[src/sv/cdds_pkg.sv]
// ----------------------------------------------------------------------------
// cdds_pkg: shared types and constants for the chirp DMA descriptor sequencer
// Register map, item and descriptor layouts, controller state encoding and
// the command/status bundles between controller and datapath.
// ----------------------------------------------------------------------------
package cdds_pkg;

    // field widths
    localparam int CW_W      = 16;
    localparam int DMA_W     = 10;
    localparam int NDMA_W    = 6;
    localparam int IDEAL_W   = 22;
    localparam int SF_W      = 4;
    localparam int SYM_W     = 12;
    localparam int CARRY_W   = 22;
    localparam int LEN_W     = 12;
    localparam int ADDR_W    = 5;
    localparam int DATA_W    = 32;

    // start word arithmetic
    localparam int PROD_W    = SYM_W + CW_W;          // symbol * chirp length
    localparam int QPROD_W   = CW_W + 2;              // quarter * chirp length
    localparam int SUM_W     = PROD_W + 1;
    localparam int WORD_W    = CW_W + 2;              // start + k * dma_words
    localparam int DVD_W     = 32;                    // dividend, padded
    localparam int DIV_RADIX_BITS = 4;                // quotient bits per cycle
    localparam int DIV_STEPS = DVD_W / DIV_RADIX_BITS;
    localparam int DIV_CNT_W = $clog2(DIV_STEPS);

    // register indexes (byte address / 4)
    localparam logic [2:0] REG_CHIRP_WORDS      = 3'd0;
    localparam logic [2:0] REG_DMA_WORDS        = 3'd1;
    localparam logic [2:0] REG_DMAS_PER_QUARTER = 3'd2;
    localparam logic [2:0] REG_IDEAL_BITS       = 3'd3;
    localparam logic [2:0] REG_SPREAD_FACTOR    = 3'd4;

    // register reset values
    localparam logic [CW_W-1:0]    RST_CHIRP_WORDS      = 16'd1024;
    localparam logic [DMA_W-1:0]   RST_DMA_WORDS        = 10'd32;
    localparam logic [NDMA_W-1:0]  RST_DMAS_PER_QUARTER = 6'd8;
    localparam logic [IDEAL_W-1:0] RST_IDEAL_BITS       = 22'd8192;
    localparam logic [SF_W-1:0]    RST_SPREAD_FACTOR    = 4'd7;

    typedef struct packed {
        logic [CW_W-1:0]    chirp_words;
        logic [DMA_W-1:0]   dma_words;
        logic [NDMA_W-1:0]  dmas_per_quarter;
        logic [IDEAL_W-1:0] ideal_quarter_bits;
        logic [SF_W-1:0]    spread_factor;
    } cfg_t;

    typedef struct packed {
        logic             down_chirp;
        logic [SYM_W-1:0] symbol_value;
        logic [1:0]       quarter_index;
        logic             start_of_message;
        logic             end_of_message;
    } quarter_t;

    typedef struct packed {
        logic             use_down_table;
        logic [CW_W-1:0]  word_offset;
        logic [LEN_W-1:0] length_bytes;
        logic             idle;
        logic             last;
    } desc_t;

    typedef enum logic [2:0] {
        S_IDLE,
        S_PROD,
        S_SUM,
        S_DIV,
        S_EMIT,
        S_TAIL
    } state_t;

    // controller -> datapath
    typedef struct packed {
        logic load;        // capture item, reset descriptor count
        logic calc_prod;   // symbol * chirp length
        logic calc_sum;    // scale, add quarter offset, arm divider
        logic div_step;    // one radix-16 remainder step
        logic emit_data;   // load next data descriptor
        logic emit_idle;   // load the idle descriptor
    } cmd_t;

    // datapath -> controller
    typedef struct packed {
        logic need_div;    // up item with nonzero chirp length
        logic div_done;    // final remainder step this cycle
        logic zero_desc;   // no data descriptors configured
        logic last_desc;   // current descriptor is the final data one
        logic out_free;    // output register can take a descriptor
        logic eom;         // item asked for the idle descriptor
    } status_t;

endpackage

[src/sv/chirp_dma_descriptor_sequencer.sv]
// ----------------------------------------------------------------------------
// chirp_dma_descriptor_sequencer: quarter-chirp to DMA descriptor sequencer
// Turns each quarter-chirp item into a run of DMA descriptors for the chirp
// pattern tables, trimming lengths by a running bit carry.
// ----------------------------------------------------------------------------
// Usage:
//   quarter_item enters on quarter_valid/quarter_stall; descriptors leave on
//   desc_valid/desc_stall, one item per handshake, in order. Settings sit in
//   an APB-style register file (always ready). Settings must be written
//   only between items; the block itself does not enforce this. One item is
//   in flight at a time. After acceptance the product is registered, then
//   the scaled sum; an up item with a nonzero chirp length then passes
//   through the radix-16 remainder unit (32-bit dividend, 4 bits per cycle).
//   Descriptors then leave one per cycle while desc_stall is low, plus one
//   for the idle descriptor on an end-of-message item.
//   The descriptor output register lets the next item be accepted while the
//   final descriptor still waits. A stall on desc_stall holds the current
//   descriptor and pauses emission. Reset loads the default settings, clears
//   the bit carry and empties the output register.
// ----------------------------------------------------------------------------
module chirp_dma_descriptor_sequencer
    import cdds_pkg::*;
(
    input  logic              clk,
    input  logic              rst_n,
    input  logic              quarter_valid,
    output logic              quarter_stall,
    input  quarter_t          quarter_item,
    output logic              desc_valid,
    input  logic              desc_stall,
    output desc_t             desc_item,
    input  logic              psel,
    input  logic              penable,
    input  logic              pwrite,
    input  logic [ADDR_W-1:0] paddr,
    input  logic [DATA_W-1:0] pwdata,
    output logic [DATA_W-1:0] prdata,
    output logic              pready
);

    cfg_t    cfg;
    cmd_t    cmd;
    status_t status;

    cdds_regs u_regs (
        .clk     (clk),
        .rst_n   (rst_n),
        .psel    (psel),
        .penable (penable),
        .pwrite  (pwrite),
        .paddr   (paddr),
        .pwdata  (pwdata),
        .prdata  (prdata),
        .pready  (pready),
        .cfg     (cfg)
    );

    cdds_ctrl u_ctrl (
        .clk           (clk),
        .rst_n         (rst_n),
        .quarter_valid (quarter_valid),
        .quarter_stall (quarter_stall),
        .status        (status),
        .cmd           (cmd)
    );

    cdds_datapath u_datapath (
        .clk          (clk),
        .rst_n        (rst_n),
        .cfg          (cfg),
        .quarter_item (quarter_item),
        .cmd          (cmd),
        .status       (status),
        .desc_stall   (desc_stall),
        .desc_valid   (desc_valid),
        .desc_item    (desc_item)
    );

endmodule

[src/sv/cdds_regs.sv]
// ----------------------------------------------------------------------------
// cdds_regs: configuration register file
// APB-style slave holding the five sequencer settings; always ready.
// ----------------------------------------------------------------------------
module cdds_regs
    import cdds_pkg::*;
(
    input  logic              clk,
    input  logic              rst_n,
    input  logic              psel,
    input  logic              penable,
    input  logic              pwrite,
    input  logic [ADDR_W-1:0] paddr,
    input  logic [DATA_W-1:0] pwdata,
    output logic [DATA_W-1:0] prdata,
    output logic              pready,
    output cfg_t              cfg
);

    cfg_t       cfg_reg;
    logic [2:0] reg_idx;
    logic       wr_en;

    assign pready  = 1'b1;
    assign reg_idx = paddr[4:2];
    assign wr_en   = psel & penable & pwrite;
    assign cfg     = cfg_reg;

    // register writes
    always_ff @(posedge clk or negedge rst_n)
    begin
        if (!rst_n)
        begin
            cfg_reg.chirp_words        <= RST_CHIRP_WORDS;
            cfg_reg.dma_words          <= RST_DMA_WORDS;
            cfg_reg.dmas_per_quarter   <= RST_DMAS_PER_QUARTER;
            cfg_reg.ideal_quarter_bits <= RST_IDEAL_BITS;
            cfg_reg.spread_factor      <= RST_SPREAD_FACTOR;
        end
        else if (wr_en)
        begin
            unique case (reg_idx)
                REG_CHIRP_WORDS:      cfg_reg.chirp_words        <= pwdata[CW_W-1:0];
                REG_DMA_WORDS:        cfg_reg.dma_words          <= pwdata[DMA_W-1:0];
                REG_DMAS_PER_QUARTER: cfg_reg.dmas_per_quarter   <= pwdata[NDMA_W-1:0];
                REG_IDEAL_BITS:       cfg_reg.ideal_quarter_bits <= pwdata[IDEAL_W-1:0];
                REG_SPREAD_FACTOR:    cfg_reg.spread_factor      <= pwdata[SF_W-1:0];
                default:              ;
            endcase
        end
    end

    // read mux
    always_comb
    begin
        unique case (reg_idx)
            REG_CHIRP_WORDS:      prdata = DATA_W'(cfg_reg.chirp_words);
            REG_DMA_WORDS:        prdata = DATA_W'(cfg_reg.dma_words);
            REG_DMAS_PER_QUARTER: prdata = DATA_W'(cfg_reg.dmas_per_quarter);
            REG_IDEAL_BITS:       prdata = DATA_W'(cfg_reg.ideal_quarter_bits);
            REG_SPREAD_FACTOR:    prdata = DATA_W'(cfg_reg.spread_factor);
            default:              prdata = '0;
        endcase
    end

endmodule

[src/sv/cdds_datapath.sv]
// ----------------------------------------------------------------------------
// cdds_datapath: start word, remainder unit, descriptor generation
// Holds the item, the bit carry, the radix-16 remainder unit and the
// descriptor output register.
// ----------------------------------------------------------------------------
module cdds_datapath
    import cdds_pkg::*;
(
    input  logic     clk,
    input  logic     rst_n,
    input  cfg_t     cfg,
    input  quarter_t quarter_item,
    input  cmd_t     cmd,
    output status_t  status,
    input  logic     desc_stall,
    output logic     desc_valid,
    output desc_t    desc_item
);

    quarter_t               item_reg;
    logic [PROD_W-1:0]      prod_reg;
    logic [DVD_W-1:0]       dvd_reg;
    logic [CW_W-1:0]        rem_reg;
    logic [DIV_CNT_W-1:0]   div_cnt_reg;
    logic [WORD_W-1:0]      word_reg;
    logic [NDMA_W-1:0]      k_reg;
    logic [CARRY_W-1:0]     carry_reg;
    logic [CARRY_W-1:0]     carry_next;
    logic                   desc_valid_reg;
    desc_t                  desc_reg;

    logic [QPROD_W-1:0]     qprod;
    logic [CW_W-1:0]        qterm;
    logic [PROD_W-1:0]      scaled;
    logic [SUM_W-1:0]       sum;
    logic [CW_W-1:0]        rem_next;
    logic [WORD_W-1:0]      wrapped;
    logic [WORD_W-1:0]      word_out;
    logic [CARRY_W:0]       after;
    logic signed [CARRY_W+1:0] over;
    logic [LEN_W-1:0]       len_full;
    logic [LEN_W+7:0]       trim;
    logic [LEN_W-1:0]       len;
    logic                   need_div;

    // start word pieces
    assign qprod    = QPROD_W'(item_reg.quarter_index) * QPROD_W'(cfg.chirp_words);
    assign qterm    = qprod[QPROD_W-1:2];
    assign scaled   = prod_reg >> cfg.spread_factor;
    assign sum      = SUM_W'(scaled) + SUM_W'(qterm);
    assign need_div = !item_reg.down_chirp && (cfg.chirp_words != '0);

    // four restoring remainder steps per cycle
    always_comb
    begin
        logic [CW_W:0] trial;
        logic [CW_W-1:0] r;
        r = rem_reg;
        for (int i = 0; i < DIV_RADIX_BITS; i++)
        begin
            trial = {r, dvd_reg[DVD_W-1-i]};
            if (trial >= {1'b0, cfg.chirp_words})
            begin
                trial = trial - {1'b0, cfg.chirp_words};
            end
            r = trial[CW_W-1:0];
        end
        rem_next = r;
    end

    // word offset: one wrap, mirrored down offsets get one added
    assign wrapped  = (word_reg >= WORD_W'(cfg.chirp_words))
                    ? word_reg - WORD_W'(cfg.chirp_words) : word_reg;
    assign word_out = wrapped + WORD_W'(item_reg.down_chirp);

    // length trim by the running bit carry
    assign after    = {1'b0, carry_reg} + (CARRY_W+1)'({cfg.dma_words, 5'b0});
    assign over     = $signed({1'b0, after}) - $signed((CARRY_W+2)'(cfg.ideal_quarter_bits));
    assign len_full = {cfg.dma_words, 2'b00};
    assign trim     = {over[CARRY_W:5], 2'b00};

    always_comb
    begin
        if (!over[CARRY_W+1])
        begin
            len        = (trim > (LEN_W+8)'(len_full)) ? '0 : len_full - trim[LEN_W-1:0];
            carry_next = CARRY_W'(over[4:0]);
        end
        else
        begin
            len        = len_full;
            carry_next = after[CARRY_W-1:0];
        end
    end

    // item, product and remainder registers
    always_ff @(posedge clk)
    begin
        if (cmd.load)
        begin
            item_reg <= quarter_item;
        end
        if (cmd.calc_prod)
        begin
            prod_reg <= PROD_W'(item_reg.symbol_value) * PROD_W'(cfg.chirp_words);
        end
        if (cmd.calc_sum)
        begin
            dvd_reg <= DVD_W'(sum);
            rem_reg <= '0;
        end
        else if (cmd.div_step)
        begin
            dvd_reg <= dvd_reg << DIV_RADIX_BITS;
            rem_reg <= rem_next;
        end
    end

    // descriptor walk and divider count
    always_ff @(posedge clk or negedge rst_n)
    begin
        if (!rst_n)
        begin
            div_cnt_reg <= '0;
            word_reg    <= '0;
            k_reg       <= '0;
            carry_reg   <= '0;
        end
        else
        begin
            if (cmd.load)
            begin
                k_reg <= '0;
                if (quarter_item.start_of_message)
                begin
                    carry_reg <= '0;
                end
            end
            if (cmd.calc_sum)
            begin
                div_cnt_reg <= '0;
                word_reg    <= item_reg.down_chirp ? WORD_W'(qterm) : '0;
            end
            if (cmd.div_step)
            begin
                div_cnt_reg <= div_cnt_reg + 1'b1;
                if (status.div_done)
                begin
                    word_reg <= WORD_W'(rem_next);
                end
            end
            if (cmd.emit_data)
            begin
                k_reg     <= k_reg + 1'b1;
                word_reg  <= word_reg + WORD_W'(cfg.dma_words);
                carry_reg <= carry_next;
            end
        end
    end

    // output register
    always_ff @(posedge clk or negedge rst_n)
    begin
        if (!rst_n)
        begin
            desc_valid_reg <= 1'b0;
        end
        else if (cmd.emit_data || cmd.emit_idle)
        begin
            desc_valid_reg <= 1'b1;
        end
        else if (!desc_stall)
        begin
            desc_valid_reg <= 1'b0;
        end
    end

    always_ff @(posedge clk)
    begin
        if (cmd.emit_data)
        begin
            desc_reg.use_down_table <= item_reg.down_chirp;
            desc_reg.word_offset    <= word_out[CW_W-1:0];
            desc_reg.length_bytes   <= len;
            desc_reg.idle           <= 1'b0;
            desc_reg.last           <= status.last_desc && !item_reg.end_of_message;
        end
        else if (cmd.emit_idle)
        begin
            desc_reg.use_down_table <= 1'b0;
            desc_reg.word_offset    <= '0;
            desc_reg.length_bytes   <= len_full;
            desc_reg.idle           <= 1'b1;
            desc_reg.last           <= 1'b1;
        end
    end

    assign desc_valid = desc_valid_reg;
    assign desc_item  = desc_reg;

    // status to controller
    assign status.need_div  = need_div;
    assign status.div_done  = (div_cnt_reg == DIV_CNT_W'(DIV_STEPS - 1));
    assign status.zero_desc = (cfg.dmas_per_quarter == '0);
    assign status.last_desc = ({1'b0, k_reg} + 1'b1) == {1'b0, cfg.dmas_per_quarter};
    assign status.out_free  = !desc_valid_reg || !desc_stall;
    assign status.eom       = item_reg.end_of_message;

    // the idle descriptor always closes its item and points at word zero
    a_idle_shape: assert property (@(posedge clk) disable iff (!rst_n)
        desc_valid_reg && desc_reg.idle |-> desc_reg.last && desc_reg.word_offset == '0)
        else $error("idle descriptor malformed");

    // a loaded descriptor is presented in the next cycle
    a_emit_shows: assert property (@(posedge clk) disable iff (!rst_n)
        cmd.emit_data || cmd.emit_idle |=> desc_valid_reg)
        else $error("emitted descriptor not presented");

    // a stalled descriptor stays put
    a_stall_holds: assert property (@(posedge clk) disable iff (!rst_n)
        desc_valid_reg && desc_stall |=> desc_valid_reg && $stable(desc_reg))
        else $error("stalled descriptor changed");

endmodule

[src/sv/cdds_ctrl.sv]
// ----------------------------------------------------------------------------
// cdds_ctrl: sequencing state machine
// Steps one item through product, sum, remainder and descriptor emission.
// ----------------------------------------------------------------------------
module cdds_ctrl
    import cdds_pkg::*;
(
    input  logic    clk,
    input  logic    rst_n,
    input  logic    quarter_valid,
    output logic    quarter_stall,
    input  status_t status,
    output cmd_t    cmd
);

    state_t state_reg;
    state_t state_next;
    state_t after_start;

    // where to go once the start word is known
    always_comb
    begin
        if (!status.zero_desc)
        begin
            after_start = S_EMIT;
        end
        else if (status.eom)
        begin
            after_start = S_TAIL;
        end
        else
        begin
            after_start = S_IDLE;
        end
    end

    // next state
    always_comb
    begin
        state_next = state_reg;
        unique case (state_reg)
            S_IDLE:
            begin
                if (quarter_valid)
                begin
                    state_next = S_PROD;
                end
            end
            S_PROD: state_next = S_SUM;
            S_SUM:  state_next = status.need_div ? S_DIV : after_start;
            S_DIV:
            begin
                if (status.div_done)
                begin
                    state_next = after_start;
                end
            end
            S_EMIT:
            begin
                if (status.out_free && status.last_desc)
                begin
                    state_next = status.eom ? S_TAIL : S_IDLE;
                end
            end
            S_TAIL:
            begin
                if (status.out_free)
                begin
                    state_next = S_IDLE;
                end
            end
            default: state_next = S_IDLE;
        endcase
    end

    // outputs
    always_comb
    begin
        cmd           = '0;
        quarter_stall = 1'b1;
        unique case (state_reg)
            S_IDLE:
            begin
                quarter_stall = 1'b0;
                cmd.load      = quarter_valid;
            end
            S_PROD: cmd.calc_prod = 1'b1;
            S_SUM:  cmd.calc_sum  = 1'b1;
            S_DIV:  cmd.div_step  = 1'b1;
            S_EMIT: cmd.emit_data = status.out_free;
            S_TAIL: cmd.emit_idle = status.out_free;
            default: ;
        endcase
    end

    always_ff @(posedge clk or negedge rst_n)
    begin
        if (!rst_n)
        begin
            state_reg <= S_IDLE;
        end
        else
        begin
            state_reg <= state_next;
        end
    end

    // at most one datapath command per cycle
    a_cmd_onehot: assert property (@(posedge clk) disable iff (!rst_n)
        $onehot0({cmd.load, cmd.calc_prod, cmd.calc_sum, cmd.div_step,
                  cmd.emit_data, cmd.emit_idle}))
        else $error("overlapping datapath commands");

    // the remainder unit runs its full step count
    a_div_holds: assert property (@(posedge clk) disable iff (!rst_n)
        state_reg == S_DIV && !status.div_done |=> state_reg == S_DIV)
        else $error("remainder unit left early");

    // the idle descriptor only follows an end-of-message item
    a_idle_eom: assert property (@(posedge clk) disable iff (!rst_n)
        cmd.emit_idle |-> status.eom)
        else $error("idle descriptor without end of message");

endmodule

[config.mk]
export PLATFORM = sky130hd
export DESIGN_NAME = chirp_dma_descriptor_sequencer
export DESIGN_NICKNAME = d
export VERILOG_FILES = /design/src/sv/cdds_pkg.sv /design/src/sv/chirp_dma_descriptor_sequencer.sv /design/src/sv/cdds_regs.sv /design/src/sv/cdds_datapath.sv /design/src/sv/cdds_ctrl.sv
export SDC_FILE = /design/constraint.sdc
export NUM_CORES = 1
export LEC_CHECK = 0
export BUFFER_PORTS_ARGS = -buffer_cell sky130_fd_sc_hd__buf_2
export CAP_MARGIN = 0
export CORE_ASPECT_RATIO = 1.25
export CORE_MARGIN = 1
export CORE_UTILIZATION = 48
export CTS_BUF_LIST = sky130_fd_sc_hd__clkbuf_8 sky130_fd_sc_hd__clkbuf_16
export CTS_CLUSTER_DIAMETER = 40
export DETAILED_ROUTE_END_ITERATION = 10
export GPL_TIMING_DRIVEN = 1
export PLACE_DENSITY = 0.63
export SLEW_MARGIN = 10
export SYNTH_ARGS = -nofsm -noshare
export SYNTH_HDL_FRONTEND = slang
export SYNTH_SLANG_ARGS = --single-unit
export TNS_END_PERCENT = 5
[constraint.sdc]
create_clock -name clk -period 14.6 [get_ports clk]
set_input_delay 1.46 -clock clk [delete_from_list [all_inputs] [get_ports clk]]
set_output_delay 1.46 -clock clk [all_outputs]
set_load 0.05 [all_outputs]
# Yosys cells after proc, flatten, opt, wreduce, memory -nomap -nowiden
# Cells that the tools add are included.
[totals]
ff_bits = 234
wordCells = 131
out_inout_bits = 66
input_bits = 61
[op_classes]
multipliers = 2
n_addsub = 14
n_bitwise = 2
mux = 42
eq_ne = 16
shift = 1
reduce_logical = 24
magnitude_cmp = 6
[ops]
columns = ["op", "n"]
rows = [
  ["22-bit one-hot mux with 5 select lines", 1],
  ["16-bit two-way mux", 6],
  ["22-bit two-way mux", 4],
  ["16-bit subtractor", 5],
  ["18-bit two-way mux", 4],
  ["17-bit by 16-bit >= comparator with 1-bit output", 4],
  ["31-bit two-way mux", 2],
  ["29-bit two-way mux", 2],
  ["28-bit by 16-bit adder with 29-bit output", 1],
  ["12-bit by 16-bit multiplier with 28-bit output", 1],
  ["28-bit by 4-bit >> shifter with 28-bit output", 1],
  ["3-bit two-way mux", 9],
  ["12-bit two-way mux", 2],
  ["23-bit by 22-bit subtractor with 24-bit output", 1],
  ["22-bit by 15-bit adder with 23-bit output", 1],
  ["20-bit by 12-bit greater-than comparator with 1-bit output", 1],
  ["18-bit by 10-bit adder with 18-bit output", 1],
  ["18-bit by 16-bit >= comparator with 1-bit output", 1],
  ["2-bit by 16-bit multiplier with 18-bit output", 1],
  ["3-bit one-hot mux with 6 select lines", 1],
  ["16-bit by 1-bit adder with 16-bit output", 1],
  ["16-bit nonzero test", 1],
  ["3-bit by 2-bit == test with 1-bit output, second input constant", 4],
  ["3-bit == test, second input constant", 4],
  ["19 further kinds", 48],
]

# Longest topological paths before layout
[logic_depth]
depth_word = 11
mapped_depth = 51
mapped_depth_nobuf = 45

# By module
# A second synthesis with hierarchy kept.
[unflattened]
hier_cells = 2845
hier_area_um2 = 25899.8
[modules_own_cells]
columns = ["module", "area_each_um2", "instances", "cells_each", "seq_area_each_um2"]
rows = [
  ["cdds_datapath", 22746.8, 1, 2594, 4684.5],
  ["cdds_regs", 2835.2, 1, 212, 1460.2],
  ["cdds_ctrl", 317.8, 1, 39, 75.1],
]

# Worst setup path before layout
# Ideal clock, no wire load.
[synth_path]
path_type = "reg-to-reg"
startpoint = "register u_regs.cfg_reg, in the netlist u_regs.cfg[43]"
endpoint = "register u_datapath.word_reg[8]"
t_required_ps = 14496
arrival_time_ps = 10245
synth_period_minus_slack_ps = 10349
setup_slack_ps = 4251
setup_time_ps = 104
path_buffers = 6
path_stages_with_launch = 50
path_cell_list = "dfrtp_1 > inv_1 > ha_1 > nor2b_1 > o31a_2 > o211ai_2 > a211oi_1 > nor3_2 > clkbuf_1 > mux2_2 > inv_1 > ha_1 > nor2b_1 > o31ai_1 > a21oi_1 > a31oi_1 > o21ai_0 > nand2_1 > [... 14 more ...] > or2_1 > buf_2 > buf_6 > mux2i_1 > ha_1 > nor2b_1 > o21ai_0 > a21boi_0 > o21ai_0 > a21oi_1 > o21a_1 > o21ai_0 > a21oi_1 > a211oi_1 > o31ai_4 > buf_8 > mux2i_1 > a221oi_1"
[synth_between]
elab_chain_len = 11
elab_cells_between_ends = 18
cone_classes = "add/sub (4); mul (1); order compare (4); mux (9)"
[synth_rtl]
columns = ["item", "line", "rtl"]
rows = [
  ["start: declaration", "cdds_regs.sv:20", "cfg_t cfg_reg;"],
  ["16-bit subtractor / 17-bit by 16-bit >= comparator with 1-bit output (equally long branches)", "cdds_datapath.sv:64, cdds_datapath.sv:62", ""],
  ["16-bit two-way mux", "cdds_datapath.sv:62", "if (trial >= {1'b0, cfg.chirp_words})"],
  ["16-bit subtractor / 17-bit by 16-bit >= comparator with 1-bit output (equally long branches)", "cdds_datapath.sv:64, cdds_datapath.sv:62", ""],
  ["16-bit two-way mux", "cdds_datapath.sv:62", ""],
  ["16-bit subtractor / 17-bit by 16-bit >= comparator with 1-bit output (equally long branches)", "cdds_datapath.sv:64, cdds_datapath.sv:62", ""],
  ["16-bit two-way mux", "cdds_datapath.sv:62", ""],
  ["16-bit subtractor / 17-bit by 16-bit >= comparator with 1-bit output (equally long branches)", "cdds_datapath.sv:64, cdds_datapath.sv:62", ""],
  ["16-bit two-way mux", "cdds_datapath.sv:62", ""],
  ["18-bit two-way mux", "cdds_datapath.sv:147", "if (status.div_done)"],
  ["18-bit two-way mux (*)", "cdds_datapath.sv:144", "if (cmd.div_step)"],
  ["18-bit two-way mux (*)", "cdds_datapath.sv:152", "if (cmd.emit_data)"],
  ["end signal: assignment", "cdds_datapath.sv:142", "word_reg <= item_reg.down_chirp ? WORD_W'(qterm) : '0;"],
  ["end signal: assignment", "cdds_datapath.sv:149", "word_reg <= WORD_W'(rem_next);"],
  ["end signal: assignment", "cdds_datapath.sv:155", "word_reg <= word_reg + WORD_W'(cfg.dma_words);"],
  ["end: declaration", "cdds_datapath.sv:25", "logic [WORD_W-1:0] word_reg;"],
]
# Mark *: on every way between the ends. The rest lies on a longest branch, timed or not.
# A chain may end at the register's enable or synchronous reset.

# Worst setup path after layout
[layout_path]
startpoint = "register u_regs.cfg_reg, in the netlist u_regs.cfg[48]"
endpoint = "register u_datapath.word_reg[6]"
[layout_between]
elab_chain_len = 11
elab_cells_between_ends = 18
cone_classes = "add/sub (4); mul (1); order compare (4); mux (9)"
[layout_rtl]
columns = ["item", "line"]
rows = [
  ["16-bit subtractor / 17-bit by 16-bit >= comparator with 1-bit output (equally long branches)", "cdds_datapath.sv:64, cdds_datapath.sv:62"],
  ["16-bit two-way mux", "cdds_datapath.sv:62"],
  ["16-bit subtractor / 17-bit by 16-bit >= comparator with 1-bit output (equally long branches)", "cdds_datapath.sv:64, cdds_datapath.sv:62"],
  ["16-bit two-way mux", "cdds_datapath.sv:62"],
  ["17-bit by 16-bit >= comparator with 1-bit output / 16-bit subtractor (equally long branches)", "cdds_datapath.sv:62, cdds_datapath.sv:64"],
  ["16-bit two-way mux", "cdds_datapath.sv:62"],
  ["16-bit subtractor / 17-bit by 16-bit >= comparator with 1-bit output (equally long branches)", "cdds_datapath.sv:64, cdds_datapath.sv:62"],
  ["16-bit two-way mux", "cdds_datapath.sv:62"],
  ["18-bit two-way mux", "cdds_datapath.sv:147"],
  ["18-bit two-way mux (*)", "cdds_datapath.sv:144"],
  ["18-bit two-way mux (*)", "cdds_datapath.sv:152"],
]
# Marks and branches as above.

==> flow_summary.yaml <==
synth:
  syn_area_sq_um: 25600
  synth_edf_count: 101
  avgSynthCellArea_sq_um: 8.87
  yosysTopAreaCellShare_pct: 11.8
  synth-seq-cells: 232
  synth_seq_area_share_pct: 24.3
  synth_area_leader_cell: "edfxtp_1"
  synth-main-ff-cell: "dfrtp_1"
  synth_compound_area_share_pct: 16.7
  yosysMostFrequentCell: "nand2_1"
  ys_async_sr_fraction_pct: 47.8
  synthAdderAreaFrac_pct: 23.6
  synth_top_family_by_area: "adder cells"
  synthTopCellsByCount: "nand2_1, inv_1, ha_1"
  syn-instance-count: 2888
  synth_simple_gate_area_share_pct: 16.7
  ys_types: 97
  synthMuxAreaShare_pct: 6.04
  synth_xor_area_share_pct: 6.39
  synth_area_leaders: "edfxtp_1, ha_1, fa_1"
  yosysWarnings: 0
clock_tree:
  ctsResizeCount: 0
  cts_tree: "built"
  htreeDepth: 2
  post-cts-setup-buffers: 0
  cts_buffers: 42
  postCtsHoldBufs: 0
  cts_buffer_depth: 3
  cts_num_sinks: 232
  root_buffer: "clkbuf_16"
  clk_latency_ns: 0.59
  clk_pin_slew_ns: 0.06
setup_path:
  cpMaxStageDelayCell: "o21ai_0"
  rr_worst_depth: 43
  critical_path_class: "flip-flop to flip-flop"
  cp-start-kind: "flip-flop"
  critPathArrivalTime_ns: 13.43
  cpMostUsedCell: "o21ai_0"
  cp-end-kind: "flip-flop"
  cp_max_fo: 24
  required_ns: 15.08
  cpPeakStageDelay_ns: 0.80
timing:
  maxSlewViolCount: 0
  final_hold_viol_count: 0
  skew_ns: 0.0386
  fin_ws_ns: 1.65
  tightestPinTransition_ns: 1.23
  rsz0062_at_grt: "no"
  setup_viol: 0
  post-route-min-period_ns: 12.95
  hold_slack_ns: 0.460
  relSlewSlack_pct: 18.0
  fin_crit_sh_pct: 88.7
  finalSetupTns_ns: 0
  max_freq_mhz: 77.2
final_layout:
  largest_reg_flops: 58
  drive_gt1_share_pct: 10.4
  area_delta_synth_final_pct: 9.65
  fin_cells: 3649
  nets: 3395
detailed_routing:
  wirelength_um: 75200
  wl_per_cell_um: 20.6
  drtIter0Drc: 1438
  via_count: 21600
  drc: 0
  dr.pass1.iters: 5
  antenna_left: 0
  vias_per_cell: 5.92
place:
  dp_cells: 3569
  gp_congestion: 0.941
  portBuffers: 101
  hpwl_um: 58100
  pre_cts_slack_ns: 1.83
global_routing:
  grt_max_degree: 80
  grt_pass1_wl_um: 118000
  gr-usage-all-layers_pct: 27.8
  grt_pass1_vias: 21600
  grt.overflow.total: 0
  antenna_found_initial: 0
die:
  rows: 94
  io_pins: 127
  die_w_um: 209
  dieHeight_um: 260
  coreArea_sq_um: 52700
  start_util_pct: 48.6
  dieArea_sq_um: 54300
min_path:
  hold_path.class: "flip-flop to flip-flop"
  hold_depth: 2
outcome:
  status: "complete, no violations"
job:
  drv_cap: 0
[stage by stage]
step                area, sq um  utilization [%]
global placement          26600             50.5
global route              28100             53.3
detailed placement        26600             50.5
floorplan                 25700                -
CTS                       28100             53.3
finish                    28100             53.3
[final cells by class]
| cell class | count | area (sq um) |
|---|---|---|
| Antenna cell | 2 | 5.00 |
| Inverter | 270 | 1010 |
| Sequential cell | 232 | 6220 |
| Clock buffer | 44 | 1080 |
| Fill cell | 4912 | 24600 |
| Clock inverter | 34 | 387 |
| Tap cell | 672 | 841 |
| Multi-Input combinational cell | 2273 | 17900 |
| Timing Repair Buffer | 122 | 666 |
[final timing paths]
check / startpoint / end / slack [ns]
max: u_regs.cfg[48] / u_datapath.word_reg[6] / 1.65
min: u_datapath.desc_item[1] / u_datapath.desc_item[1] / 0.46
max reg2reg: u_regs.cfg[48] / u_datapath.word_reg[6] / 1.65
min reg2reg: u_datapath.desc_item[1] / u_datapath.desc_item[1] / 0.46
max in group asynchronous: rst_n / u_regs.cfg[22] / 12.31
min in group asynchronous: rst_n / u_datapath.div_cnt_reg[1] / 0.80
[cells in the final DEF, fill, tap and decap left out, drive strengths merged, types with 17 or more instances in the layout]
master / instances
nand2: 349
mux2: 53
o21a: 31
xor2: 77
nand2b: 28
o31ai: 32
nor2: 136
nand3: 49
edfxtp: 101
ha: 242
and2: 122
a22oi: 18
a211oi: 29
buf: 122
nand4: 31
dfxtp: 20
xnor2: 110
and3: 17
o21ai: 214
inv: 284
fa: 151
a221oi: 17
mux2i: 60
a21o: 55
nor2b: 48
a21oi: 153
dfrtp: 104
clkbuf: 44
nor3: 41
[cells by family after synthesis]
logic type,Yosys count
AND/OR/NAND/NOR,881
AO/OA/AOI/OAI,671
buffers and inverters,394
adder cells (fa/ha/maj),393
flip-flops,232
XOR/XNOR,187
multiplexers,128
other,2
[layer usage]
layer | global-route usage, % | part of all wire (%)
met2 | 48.8 | 49
met3 | 3.57 | 5.1
met5 | 0 | 0
met4 | 14.3 | 5.2
met1 | 33.6 | 40
[critical path, delay by kind of cell, from the launching register on]
family | cells | cell delay (ns)
adders and majority gates | 4 | 1.39
and+or+nand+nor | 8 | 1.80
muxes | 3 | 1.12
DFF | 1 | 0.79
AOI/OAI and AO/OA | 24 | 6.76
buffers and inverters | 4 | 0.98
Power is left out: the tool's default activity adds up to more than one toggle a clock period on the data nets, which glitch-free logic cannot reach.
